`src/ewt_pkg.sv`:
```
// shared types, character codes and field helpers for the encoded word tokenizer
package ewt_pkg;

    localparam int TOKEN_POS_W  = 10;
    localparam int TOKEN_LEN_W  = 11;
    localparam int CHARSET_LEN_W = 6;

    localparam logic [CHARSET_LEN_W-1:0] CHARSET_CAP = 6'd63;

    localparam logic [1:0] KIND_PLAIN = 2'd0;
    localparam logic [1:0] KIND_B64   = 2'd1;
    localparam logic [1:0] KIND_QP    = 2'd2;

    localparam logic [7:0] CHR_EQUALS = 8'h3D;
    localparam logic [7:0] CHR_QMARK  = 8'h3F;
    localparam logic [7:0] CHR_UPPER_B = 8'h42;
    localparam logic [7:0] CHR_LOWER_B = 8'h62;
    localparam logic [7:0] CHR_UPPER_Q = 8'h51;
    localparam logic [7:0] CHR_LOWER_Q = 8'h71;

    typedef struct packed {
        logic [1:0]               kind;
        logic [TOKEN_POS_W-1:0]   start;
        logic [TOKEN_LEN_W-1:0]   length;
        logic [TOKEN_POS_W-1:0]   cs_start;
        logic [CHARSET_LEN_W-1:0] cs_length;
        logic                     run_last;
        logic                     line_final;
    } tok_result_t;

    // handshake status from the result buffer back to the scanner
    typedef struct packed {
        logic can_load;
    } ewt_buf_status_t;

    function automatic logic [TOKEN_POS_W-1:0] fit_pos(input logic [31:0] v);
        return v[TOKEN_POS_W-1:0];
    endfunction

    function automatic logic [TOKEN_LEN_W-1:0] fit_len(input logic [31:0] v);
        return v[TOKEN_LEN_W-1:0];
    endfunction

endpackage

```
`src/ewt_out_buf.sv`:
```
// two-entry result buffer feeding the master side
module ewt_out_buf
    import ewt_pkg::*;
(
    input  logic            aclk,
    input  logic            aresetn,
    input  logic            load,
    input  logic [1:0]      load_cnt,
    input  tok_result_t     load0,
    input  tok_result_t     load1,
    input  logic            m_tready,
    output logic            m_tvalid,
    output tok_result_t     head,
    output ewt_buf_status_t status
);

    logic [1:0]  cnt_reg;
    tok_result_t slot0_reg;
    tok_result_t slot1_reg;
    logic        pop;

    assign pop      = (cnt_reg != 2'd0) && m_tready;
    assign m_tvalid = (cnt_reg != 2'd0);
    assign head     = slot0_reg;

    // a new pair may be loaded once the buffer drains this cycle
    assign status.can_load = (cnt_reg == 2'd0) || ((cnt_reg == 2'd1) && m_tready);

    always_ff @(posedge aclk) begin
        if (!aresetn) begin
            cnt_reg <= 2'd0;
        end else if (load) begin
            cnt_reg <= load_cnt;
        end else if (pop) begin
            cnt_reg <= cnt_reg - 2'd1;
        end
    end

    always_ff @(posedge aclk) begin
        if (load) begin
            slot0_reg <= load0;
            slot1_reg <= load1;
        end else if (pop) begin
            slot0_reg <= slot1_reg;
        end
    end

endmodule

```
`src/encoded_word_tokenizer.sv`:
```
// top level of the encoded word tokenizer: byte scanner and result stage
//
//  channel | dir | beat carries                          | ends with
//  s_      | in  | one header byte                       | s_tlast on final byte
//  m_      | out | one token (offset, length, charset)   | m_tlast on last token
//
// one beat enters an input register, short logic scans it against the
// match window and loads up to two token beats into the result buffer
// a byte that yields at most one token sustains one beat per cycle while m_tready
// stays high; a byte that closes a word yields two and holds the input until the result buffer can take a new load
// s_tready drops only while the result buffer is still holding tokens
// that m_tready has not taken
// aresetn (synchronous, active low) returns the scanner to the start of a line
module encoded_word_tokenizer
    import ewt_pkg::*;
#(
    parameter int MAX_LINE  = 1024,
    parameter int MAX_WORDS = 64
) (
    input  logic        aclk,
    input  logic        aresetn,
    input  logic        s_tvalid,
    output logic        s_tready,
    input  logic [7:0]  s_tdata,   // byte_value [7:0]
    input  logic        s_tlast,   // last_byte
    output logic        m_tvalid,
    input  logic        m_tready,
    // token_start [9:0], token_length [20:10], charset_start [30:21],
    // charset_length [36:31], zero [39:37]
    output logic [39:0] m_tdata,
    output logic [2:0]  m_tuser,   // token_kind [1:0], run_last [2]
    output logic        m_tlast    // line_final
);

    localparam int POS_W  = $clog2(MAX_LINE + 1);
    localparam int OFF_W  = $clog2(MAX_LINE);
    localparam int CW     = POS_W + 1;
    localparam int WCNT_W = $clog2(MAX_WORDS + 1);

    typedef enum logic [1:0] {
        MODE_OPEN,
        MODE_MARK,
        MODE_CLOSE
    } mode_t;

    // input register
    logic       in_valid_reg;
    logic [7:0] in_byte_reg;
    logic       in_last_reg;

    // scanner state
    mode_t             mode_reg,    mode_next;
    logic [15:0]       window_reg,  window_next;
    logic [1:0]        fill_reg,    fill_next;
    logic [POS_W-1:0]  bpos_reg,    bpos_next;
    logic [POS_W-1:0]  plain_reg,   plain_next;
    logic [OFF_W-1:0]  open_reg,    open_next;
    logic [OFF_W-1:0]  marker_reg,  marker_next;
    logic              enc_reg,     enc_next;
    logic [WCNT_W-1:0] words_reg,   words_next;
    logic              halted_reg,  halted_next;

    logic            advance;
    ewt_buf_status_t buf_status;
    tok_result_t     res0;
    tok_result_t     res1;
    tok_result_t     head;
    logic [1:0]      nres;

    // scan helpers
    logic             in_range;
    logic [OFF_W-1:0] pos;
    logic [7:0]       p1;
    logic [7:0]       p2;
    logic             is_b;
    logic             is_q;
    logic [CW-1:0]    cs_off;
    logic [CW-1:0]    cs_len_full;
    logic [CW-1:0]    data_off;
    logic [CW-1:0]    close_at;
    logic [CW-1:0]    word_len;
    logic [CW-1:0]    lead_len;
    logic [POS_W-1:0] line_end;
    logic [5:0]       cs_len_sat;

    assign advance  = in_valid_reg && buf_status.can_load;
    assign s_tready = !in_valid_reg || advance;

    always_ff @(posedge aclk) begin
        if (!aresetn) begin
            in_valid_reg <= 1'b0;
        end else if (s_tready) begin
            in_valid_reg <= s_tvalid;
        end
    end

    always_ff @(posedge aclk) begin
        if (s_tready && s_tvalid) begin
            in_byte_reg <= s_tdata;
            in_last_reg <= s_tlast;
        end
    end

    assign in_range = bpos_reg < POS_W'(MAX_LINE);
    assign pos      = bpos_reg[OFF_W-1:0];
    assign p1       = window_reg[7:0];
    assign p2       = window_reg[15:8];
    assign is_b     = (p1 == CHR_UPPER_B) || (p1 == CHR_LOWER_B);
    assign is_q     = (p1 == CHR_UPPER_Q) || (p1 == CHR_LOWER_Q);

    // offsets of a word that closes on this byte
    assign cs_off      = CW'(open_reg) + CW'(2);
    assign cs_len_full = CW'(marker_reg) - cs_off;
    assign data_off    = CW'(marker_reg) + CW'(3);
    assign close_at    = CW'(pos) - CW'(1);
    assign word_len    = close_at - data_off;
    assign lead_len    = CW'(open_reg) - CW'(plain_reg);
    assign cs_len_sat  = (cs_len_full > CW'(CHARSET_CAP)) ? CHARSET_CAP
                                                          : cs_len_full[5:0];
    assign line_end    = in_range ? (bpos_reg + POS_W'(1)) : POS_W'(MAX_LINE);

    always_comb begin
        logic hit;
        logic closed;
        logic [WCNT_W-1:0] words_inc;

        mode_next   = mode_reg;
        window_next = window_reg;
        fill_next   = fill_reg;
        bpos_next   = bpos_reg;
        plain_next  = plain_reg;
        open_next   = open_reg;
        marker_next = marker_reg;
        enc_next    = enc_reg;
        words_next  = words_reg;
        halted_next = halted_reg;
        hit         = 1'b0;
        closed      = 1'b0;
        words_inc   = words_reg + WCNT_W'(1);
        res0        = '0;
        res1        = '0;
        nres        = 2'd0;

        if (in_range) begin
            if (!halted_reg) begin
                case (mode_reg)
                    MODE_OPEN: begin
                        if (in_byte_reg == CHR_QMARK && fill_reg >= 2'd1 &&
                            p1 == CHR_EQUALS) begin
                            open_next = pos - OFF_W'(1);
                            mode_next = MODE_MARK;
                            hit       = 1'b1;
                        end
                    end
                    MODE_MARK: begin
                        if (in_byte_reg == CHR_QMARK && fill_reg >= 2'd2 &&
                            p2 == CHR_QMARK && (is_b || is_q)) begin
                            marker_next = pos - OFF_W'(2);
                            enc_next    = is_q;
                            mode_next   = MODE_CLOSE;
                            hit         = 1'b1;
                        end
                    end
                    MODE_CLOSE: begin
                        if (in_byte_reg == CHR_EQUALS && fill_reg >= 2'd1 &&
                            p1 == CHR_QMARK) begin
                            // plain span in front of the word, then the word
                            res0.kind      = KIND_PLAIN;
                            res0.start     = fit_pos(32'(plain_reg));
                            res0.length    = fit_len(32'(lead_len));
                            res1.kind      = enc_reg ? KIND_QP : KIND_B64;
                            res1.start     = fit_pos(32'(data_off));
                            res1.length    = fit_len(32'(word_len));
                            res1.cs_start  = fit_pos(32'(cs_off));
                            res1.cs_length = cs_len_sat;
                            nres           = 2'd2;
                            plain_next     = POS_W'(pos) + POS_W'(1);
                            mode_next      = MODE_OPEN;
                            words_next     = words_inc;
                            if (words_inc == WCNT_W'(MAX_WORDS)) begin
                                halted_next = 1'b1;
                            end
                            closed = 1'b1;
                            hit    = 1'b1;
                        end
                    end
                    default: begin
                        mode_next = MODE_OPEN;
                    end
                endcase
                // a byte that completes a match never serves the next one
                if (hit) begin
                    window_next = '0;
                    fill_next   = 2'd0;
                end else begin
                    window_next = {window_reg[7:0], in_byte_reg};
                    if (fill_reg < 2'd2) begin
                        fill_next = fill_reg + 2'd1;
                    end
                end
            end
            bpos_next = bpos_reg + POS_W'(1);
        end

        if (in_last_reg) begin
            if (closed) begin
                res1.line_final = 1'b1;
            end else if (!halted_next && plain_next < line_end) begin
                // trailing plain text up to the line end
                res0.kind       = KIND_PLAIN;
                res0.start      = fit_pos(32'(plain_next));
                res0.length     = fit_len(32'(line_end - plain_next));
                res0.line_final = 1'b1;
                nres            = 2'd1;
            end
            mode_next   = MODE_OPEN;
            window_next = '0;
            fill_next   = 2'd0;
            bpos_next   = '0;
            plain_next  = '0;
            open_next   = '0;
            marker_next = '0;
            enc_next    = 1'b0;
            words_next  = '0;
            halted_next = 1'b0;
        end

        if (nres == 2'd2) begin
            res1.run_last = 1'b1;
        end else if (nres == 2'd1) begin
            res0.run_last = 1'b1;
        end
    end

    always_ff @(posedge aclk) begin
        if (!aresetn) begin
            mode_reg   <= MODE_OPEN;
            window_reg <= '0;
            fill_reg   <= 2'd0;
            bpos_reg   <= '0;
            plain_reg  <= '0;
            open_reg   <= '0;
            marker_reg <= '0;
            enc_reg    <= 1'b0;
            words_reg  <= '0;
            halted_reg <= 1'b0;
        end else if (advance) begin
            mode_reg   <= mode_next;
            window_reg <= window_next;
            fill_reg   <= fill_next;
            bpos_reg   <= bpos_next;
            plain_reg  <= plain_next;
            open_reg   <= open_next;
            marker_reg <= marker_next;
            enc_reg    <= enc_next;
            words_reg  <= words_next;
            halted_reg <= halted_next;
        end
    end

    // result buffer: holds the one or two token beats of a byte
    ewt_out_buf u_out_buf (
        .aclk     (aclk),
        .aresetn  (aresetn),
        .load     (advance && (nres != 2'd0)),
        .load_cnt (nres),
        .load0    (res0),
        .load1    (res1),
        .m_tready (m_tready),
        .m_tvalid (m_tvalid),
        .head     (head),
        .status   (buf_status)
    );

    assign m_tdata = {3'b000, head.cs_length, head.cs_start, head.length, head.start};
    assign m_tuser = {head.run_last, head.kind};
    assign m_tlast = head.line_final;

endmodule
```
`config.mk`:
```
export PLATFORM = sky130hd
export DESIGN_NAME = encoded_word_tokenizer
export DESIGN_NICKNAME = d
export VERILOG_FILES = /design/src/ewt_pkg.sv /design/src/ewt_out_buf.sv /design/src/encoded_word_tokenizer.sv
export SDC_FILE = /design/constraint.sdc
export NUM_CORES = 1
export LEC_CHECK = 0
export BUFFER_PORTS_ARGS = -buffer_cell sky130_fd_sc_hd__clkbuf_2
export CORE_ASPECT_RATIO = 2
export CORE_MARGIN = 8
export CORE_UTILIZATION = 45
export CTS_CLUSTER_SIZE = 16
export DETAILED_ROUTE_END_ITERATION = 10
export PLACE_DENSITY = 0.72
export SLEW_MARGIN = 20
export SYNTH_ARGS = -nofsm -noshare
export SYNTH_HDL_FRONTEND = slang
export SYNTH_HIERARCHICAL = 1
export SYNTH_SLANG_ARGS = --single-unit
export TNS_END_PERCENT = 30
```
`constraint.sdc`:
```
create_clock -name aclk -period 8.2 [get_ports aclk]
set_input_delay 2.05 -clock aclk [delete_from_list [all_inputs] [get_ports aclk]]
set_output_delay 2.05 -clock aclk [all_outputs]
set_load 0.05 [all_outputs]
```
==> results of run 1 <==
metrics by stage:
| step | utilization | instance area (µm²) | setup slack [ps] | total power [mW] |
|---|---|---|---|---|
| floorplan | - | 9910 | 1570 | 1.41 |
| global placement | 0.478 | 10300 | 2020 | 1.50 |
| detailed placement | 0.478 | 10300 | 1800 | 1.51 |
| CTS | 0.506 | 10900 | 1760 | 2.33 |
| global route | 0.506 | 10900 | 1160 | 2.40 |
| finish | 0.506 | 10900 | 1690 | 2.32 |
worst paths after layout:
check                               startpoint                end  slack, ps  cells after the start
worst max-delay path               fill_reg[1]  u_out_buf/head[7]       1690                     15
worst min-delay path            window_reg[12]     window_reg[12]        470                      2
worst max register to register     fill_reg[1]  u_out_buf/head[7]       1690                     15
worst min register to register  window_reg[12]     window_reg[12]        470                      2
layout make-up:
type                    count  share of cell area
clock buffers              18              0.0395
clock inverters            14              0.0161
well taps                 273              0.0314
inverters                  42              0.0145
multi-input cells         757               0.481
flip-flops and latches    165               0.388
repair buffers             62              0.0302
layout by cell type (no fill, tap or decap), types with 18 or more instances in the layout:
cell type	netlist	final
nand2_1	52	52
ha_1	55	55
nand3_1	63	63
conb_1	1	21
a21oi_1	59	59
inv_1	41	41
xor2_1	34	34
dfxtp_1	74	74
nor2_1	138	137
mux2_4	38	38
edfxtp_1	91	91
clkbuf_2	0	55
xnor2_1	41	41
o21ai_0	49	47
nor2b_1	18	18
critical path, stage by stage (launching register included):
cell	delay, ps
dfxtp_1	410
inv_1	90
ha_1	190
nor4b_1	460
and3_1	350
nand3_4	570
mux2i_1	510
ha_1	210
nor2b_1	180
o2111a_1	240
o31ai_1	110
a2111oi_0	430
o21ai_1	240
o21a_1	390
nor2_4	880
or2_2	850
power groups by stage:
stage | clock, mW | sequential [mW] | combinational (mW)
after floorplan | 0 | 1.12 | 0.283
after global placement | 0 | 1.01 | 0.491
after detailed placement | 0 | 1.02 | 0.498
after CTS | 0.834 | 0.999 | 0.500
after global routing | 0.863 | 1.01 | 0.535
final | 0.825 | 0.998 | 0.498
logic make-up after synthesis:
family | after synthesis
compound gates | 188
other cells | 1
simple gates | 362
buf+inv | 97
xor+xnor | 75
fa+ha+maj | 59
flops | 165
mux | 52
metal layers:
layer / vias to the layer above / part of all wire / GRT usage
met5: - / 0 / 0
met1: 3613 / 0.33 / 0.163
met2: 211 / 0.55 / 0.350
met3: 82 / 0.044 / 0.0326
li1: 3645 / - / -
met4: 0 / 0.072 / 0.153
==> results by group, run 1 <==
Run status
  • Status: completed

Placed design
  • RD Place Congestion: ~0.94
  • Hpwl dp: around 19000 µm
  • Cells after DPL: around 1300
  • PortBufs: 55

Layout
  • # diodes: 0
  • Final cell count without fillers: between 1000 and 1500
  • Fillers: 2029
  • Share of layout cells above drive strength 1: 0.143
  • Area of the multi-input gates: 0.00523 mm²
  • Area grow syn2layout: 10.5%
  • Fin nets: 1117
  • Register area: between 0.004 and 0.005 mm²

Floorplan
  • Die Span Y: between 200 and 250 µm
  • Initial Util: 0.458
  • # rows: between 70 and 80
  • Die X: 121 µm
  • Ports: about 60
  • Core ar.: 0.0215 mm²
  • Die area: between 0.02 and 0.03 mm²

Setup path
  • Worst EP arrival: 6570 ps
  • CP endpoint kind: register
  • Kind of critical path: register to register
  • CP max FO: 64
  • CP required: a little over 8000 ps
  • CP startpoint kind: register

Synthesis
  • Synth Area in XOR/XNOR: 0.0668
  • Synthesized area per cell: 9.84 µm²
  • Register area share after synthesis: 0.428
  • Area share of and/or/nand/nor cells after synthesis: 0.183
  • Ys Warns: 6
  • Mux contribution to synthesized area: 0.0726
  • Post-synth top cells: 138 x nor2_1, 91 x edfxtp_1, 74 x dfxtp_1
  • Post-synth EDFFs: a little over 90
  • Compound-Gate Fraction of Synth Area: 0.122
  • Largest area contributor in the netlist: edfxtp_1
  • Adder-Cell Fraction of Synth Area: 0.0781
  • Top-count cell post-synth: nor2_1
  • Top FF cell, synth: edfxtp_1
  • Synth Register Bits: about 170
  • Post-Syn Area: 0.00983 mm²
  • Area contributors post-synth: edfxtp_1 28%, dfxtp_1 15%, ha_1 7.0%
  • Largest family of logic cells by synthesized area: simple AND/OR/NAND/NOR gates
  • Post-Synthesis Cells: between 900 and 1000
  • Top cell type's share of synthesized area: 0.278
  • Async S/R FF share, synth: 0
  • Number of unique standard cell types used by synthesis: 80

Power
  • Leakage: roughly 4.2 nW
  • Net switching power: 0.724 mW
  • Worst ir drop on vdd: between 200 and 250 µV
  • Int Pwr: between 1.5 and 2 mW
  • Combinational group share of total power: 0.215
  • Sw frac: 0.312
  • Pwr Density: between 200 and 250 mW/mm²
  • Clock power share: 0.356
  • Sequential share of power: 0.430

Clock tree
  • Depth of the CTS H-tree: 4
  • CTS tree: done
  • Num CTS Buffers: 17
  • Clk root buf: clkbuf_16
  • # hold bufs at CTS: 0
  • Clk Latency, worst-skew pair: ~440 ps
  • Clock sink count: 165
  • Post-CTS resize count: 0
  • CTS Buffer Depth: 2
  • Worst-path clk slew: 60 ps
  • Setup Fix Bufs, Post-CTS: 0

Timing
  • Setup TNS: 0 ps
  • Layout Skew: 8.89 ps
  • Final setup viols: 0
  • Fmax: approximately 0.15 GHz
  • Final hold vios: 0
  • Min Hold Slack: ~470 ps
  • RSZ-0062 raised after global routing: false
  • Final Cycle Share: 0.794
  • Slew Limit Fails: 0
  • Fin crit period: about 6500 ps
  • Slew headroom: 0.252
  • Slew @ Worst Pin: around 1100 ps

GRT
  • Initial antenna violation count: 0
  • Global-route wire length before repair: just under 40000 µm
  • Vias in the first global route: roughly 7600
  • Total gr overflow: 0
  • GRT Util Overall: 0.185
  • Pin count of the biggest net entering global routing: 66

Route
  • Final WL: ~25000 µm
  • Drt pass-1 iters: 5
  • Routed wire length per instance: about 19 µm
  • Vias post-DR: about 7600
  • Via density: between 5 and 6
  • Initial drt markers: between 400 and 500
  • Remaining DRCs: 0
  • Number of routed nets with antenna violations: 0

Flow run
  • Max-cap violations: 0

Hold path
  • Hold WC Path Type: register to register
(Power assumes the default switching activity.)
==> run 2, diff against run 1 <==
- clock period: 8.2 -> 6.7 ns (I/O delays scaled with it)
==> run 2 against run 1 <==
Clock power rose by 16%. Die area is the same. Register-to-register slack got worse by 340 ps. Non-clock buffer count increased by 1. Clock-buffer cell count did not move. Design area about the same. Setup slack worse by 340 ps. Flip-flop and latch count is the same. Global-route usage grew 0.33 points.
==> results by group, run 2 (synthesis gave the netlist of run 1 again) <==
Power
  • Worst ir drop on vdd: 191 µV (-10%)
  • Int Pwr: 1.87 mW (+17%)
  • Net switching power: 0.920 mW (+27%)
  • Leakage: 4.18 nW (+0.27%)
  • Sw frac: 0.330 (+0.0178)
  • Pwr Density: 257 mW/mm² (+20%)
  • Sequential share of power: 0.438 (+0.008)
  • Combinational group share of total power: 0.220 (+0.005)
  • Clock power share: 0.342 (-0.014)

Route
  • Remaining DRCs: 0 (unchanged)
  • Via density: 5.65 (-0.38%)
  • Number of routed nets with antenna violations: 0 (unchanged)
  • Initial drt markers: 521 (+21%)
  • Vias post-DR: 7528 (-0.30%)
  • Final WL: 24800 µm (+0.53%)
  • Routed wire length per instance: 18.6 µm (+0.45%)
  • Drt pass-1 iters: 5 (unchanged)

Setup path
  • CP max FO: 41 (-36%)
  • CP endpoint kind: register
  • CP required: 6770 ps (-1490 ps)
  • Depth of the most critical reg-to-reg path: 15 (unchanged)
  • Kind of critical path: register to register
  • CP startpoint kind: register
  • Flop2flop setup slack: 1360 ps (-340 ps)
  • Worst EP arrival: 5410 ps (-1160 ps)

GRT
  • GRT Util Overall: 0.188 (+0.00328)
  • Pin count of the biggest net entering global routing: 67 (+1.5%)
  • Initial antenna violation count: 0 (unchanged)
  • Total gr overflow: 0 (unchanged)
  • Global-route wire length before repair: 39500 µm (+1.7%)
  • Vias in the first global route: 7643 (+1.1%)

Floorplan
  • Core ar.: 0.0215 mm² (unchanged)
  • Ports: 59 (unchanged)
  • # rows: 76 (unchanged)
  • Die X: 121 µm (unchanged)
  • Initial Util: 0.458 (unchanged)
  • Die Span Y: 225 µm (unchanged)
  • Die area: 0.0271 mm² (unchanged)

Timing
  • Final setup viols: 0 (unchanged)
  • Slew Limit Fails: 0 (unchanged)
  • Min Hold Slack: 473 ps (+2.95 ps)
  • Slew @ Worst Pin: 912 ps (-206 ps)
  • Setup TNS: 0 ps (unchanged)
  • Worst Setup Slack, final: 1360 ps (-337 ps)
  • Final Cycle Share: 0.798 (+0.00401)
  • RSZ-0062 raised after global routing: false
  • Fin crit period: 5340 ps (-1160 ps)
  • Fmax: 0.187 GHz (+22%)
  • Slew headroom: 0.392 (+0.140)
  • Final hold vios: 0 (unchanged)
  • Layout Skew: 8.97 ps (+0.0880 ps)

Clock tree
  • Num CTS Buffers: 17 (unchanged)
  • Setup Fix Bufs, Post-CTS: 0 (unchanged)
  • CTS tree: done
  • Depth of the CTS H-tree: 4 (unchanged)
  • Clock sink count: 165 (unchanged)
  • Post-CTS resize count: 0 (unchanged)
  • Clk root buf: clkbuf_16
  • Worst-path clk slew: 70 ps (about the same)
  • CTS Buffer Depth: 2 (unchanged)
  • Clk Latency, worst-skew pair: 450 ps (about the same)
  • # hold bufs at CTS: 0 (unchanged)

Layout
  • Share of layout cells above drive strength 1: 0.146 (+0.00364)
  • Commonest non-fill, non-tap cell in the layout: nor2_1
  • Final cell count without fillers: 1332 (+0.075%)
  • Fillers: 2015 (-0.69%)
  • Area grow syn2layout: 10.5% (about the same)
  • Fin nets: 1118 (+0.090%)
  • Commonest cells after routing, fill and taps aside: 136 x nor2_1, 91 x edfxtp_1, 74 x dfxtp_1
  • Area of the multi-input gates: 0.00523 mm² (about the same)
  • # diodes: 0 (unchanged)
  • Final Util: 0.506 (about the same)
  • Register area: 0.00421 mm² (unchanged)

Run status
  • Status: completed

Placed design
  • Placement Setup Slack: 1430 ps (-371 ps)
  • Cells after DPL: 1300 (+0.077%)
  • PortBufs: 55 (unchanged)
  • Hpwl dp: 18900 µm (+0.40%)
  • RD Place Congestion: 0.952 (+0.76%)

Hold path
  • Worst Hold Depth: 2 (unchanged)
  • Hold WC Path Type: register to register

Flow run
  • Max-cap violations: 0 (unchanged)
==> run 2: cell types whose count changed in the layout (fill, tap and decap cells not counted), sizes merged <==
cell,previous run,this run
inv,46,52
clkinvlp,4,0
bufinv,3,0
buf,7,8
clkinv,3,4
==> run 2: path summary, 6_finish.rpt <==
| kind | from | end |
|---|---|---|
| worst max-delay path | fill_reg[1] | u_out_buf/head[3] |
| worst min-delay path | window_reg[15] | window_reg[15] |
| worst max register to register | fill_reg[1] | u_out_buf/head[3] |
| worst min register to register | window_reg[15] | window_reg[15] |
==> run 2: worst max-delay path, stage by stage, from the launching register on <==
cell       delay (ps)
dfxtp_1           390
inv_1              80
ha_1              180
nor4b_1           420
and3_1            350
nand3_4           280
mux2i_1           360
ha_1              300
nor2b_1           160
o2111a_1          260
o31ai_1           340
a2111oi_0         180
o21ai_1           410
o21a_1            470
nor2_4            100
or2_2             650
==> run 2: routing by layer <==
layer  up-vias  track usage  part of all wire
met2       228        0.357              0.55
met4         0        0.141             0.067
met3        79       0.0346             0.044
met5         -            0                 0
li1       3639            -                 -
met1      3582        0.171              0.34
==> run 2: stage by stage <==
| stage | instance area [µm²] | power (mW) |
|---|---|---|
| global route | 10900 | 2.89 |
| global placement | 10300 | 1.84 |
| floorplan | 9910 | 1.72 |
| CTS | 10900 | 2.81 |
| finish | 10900 | 2.79 |
| detailed placement | 10300 | 1.86 |
==> run 2: layout make-up <==
cell class	count	area share
Clock inverter	14	0.0127
Sequential cell	165	0.388
Inverter	42	0.0145
Clock buffer	18	0.0404
Tap cell	273	0.0314
Multi-Input combinational cell	757	0.481
Timing Repair Buffer	63	0.0320
==> run 2: power groups by stage <==
stage	Sequential [mW]	Clock, mW	Combinational (mW)
after global placement	1.24	0	0.604
after floorplan	1.38	0	0.346
after detailed placement	1.24	0	0.613
after CTS	1.22	0.969	0.615
after global routing	1.23	1.01	0.658
final	1.22	0.955	0.614
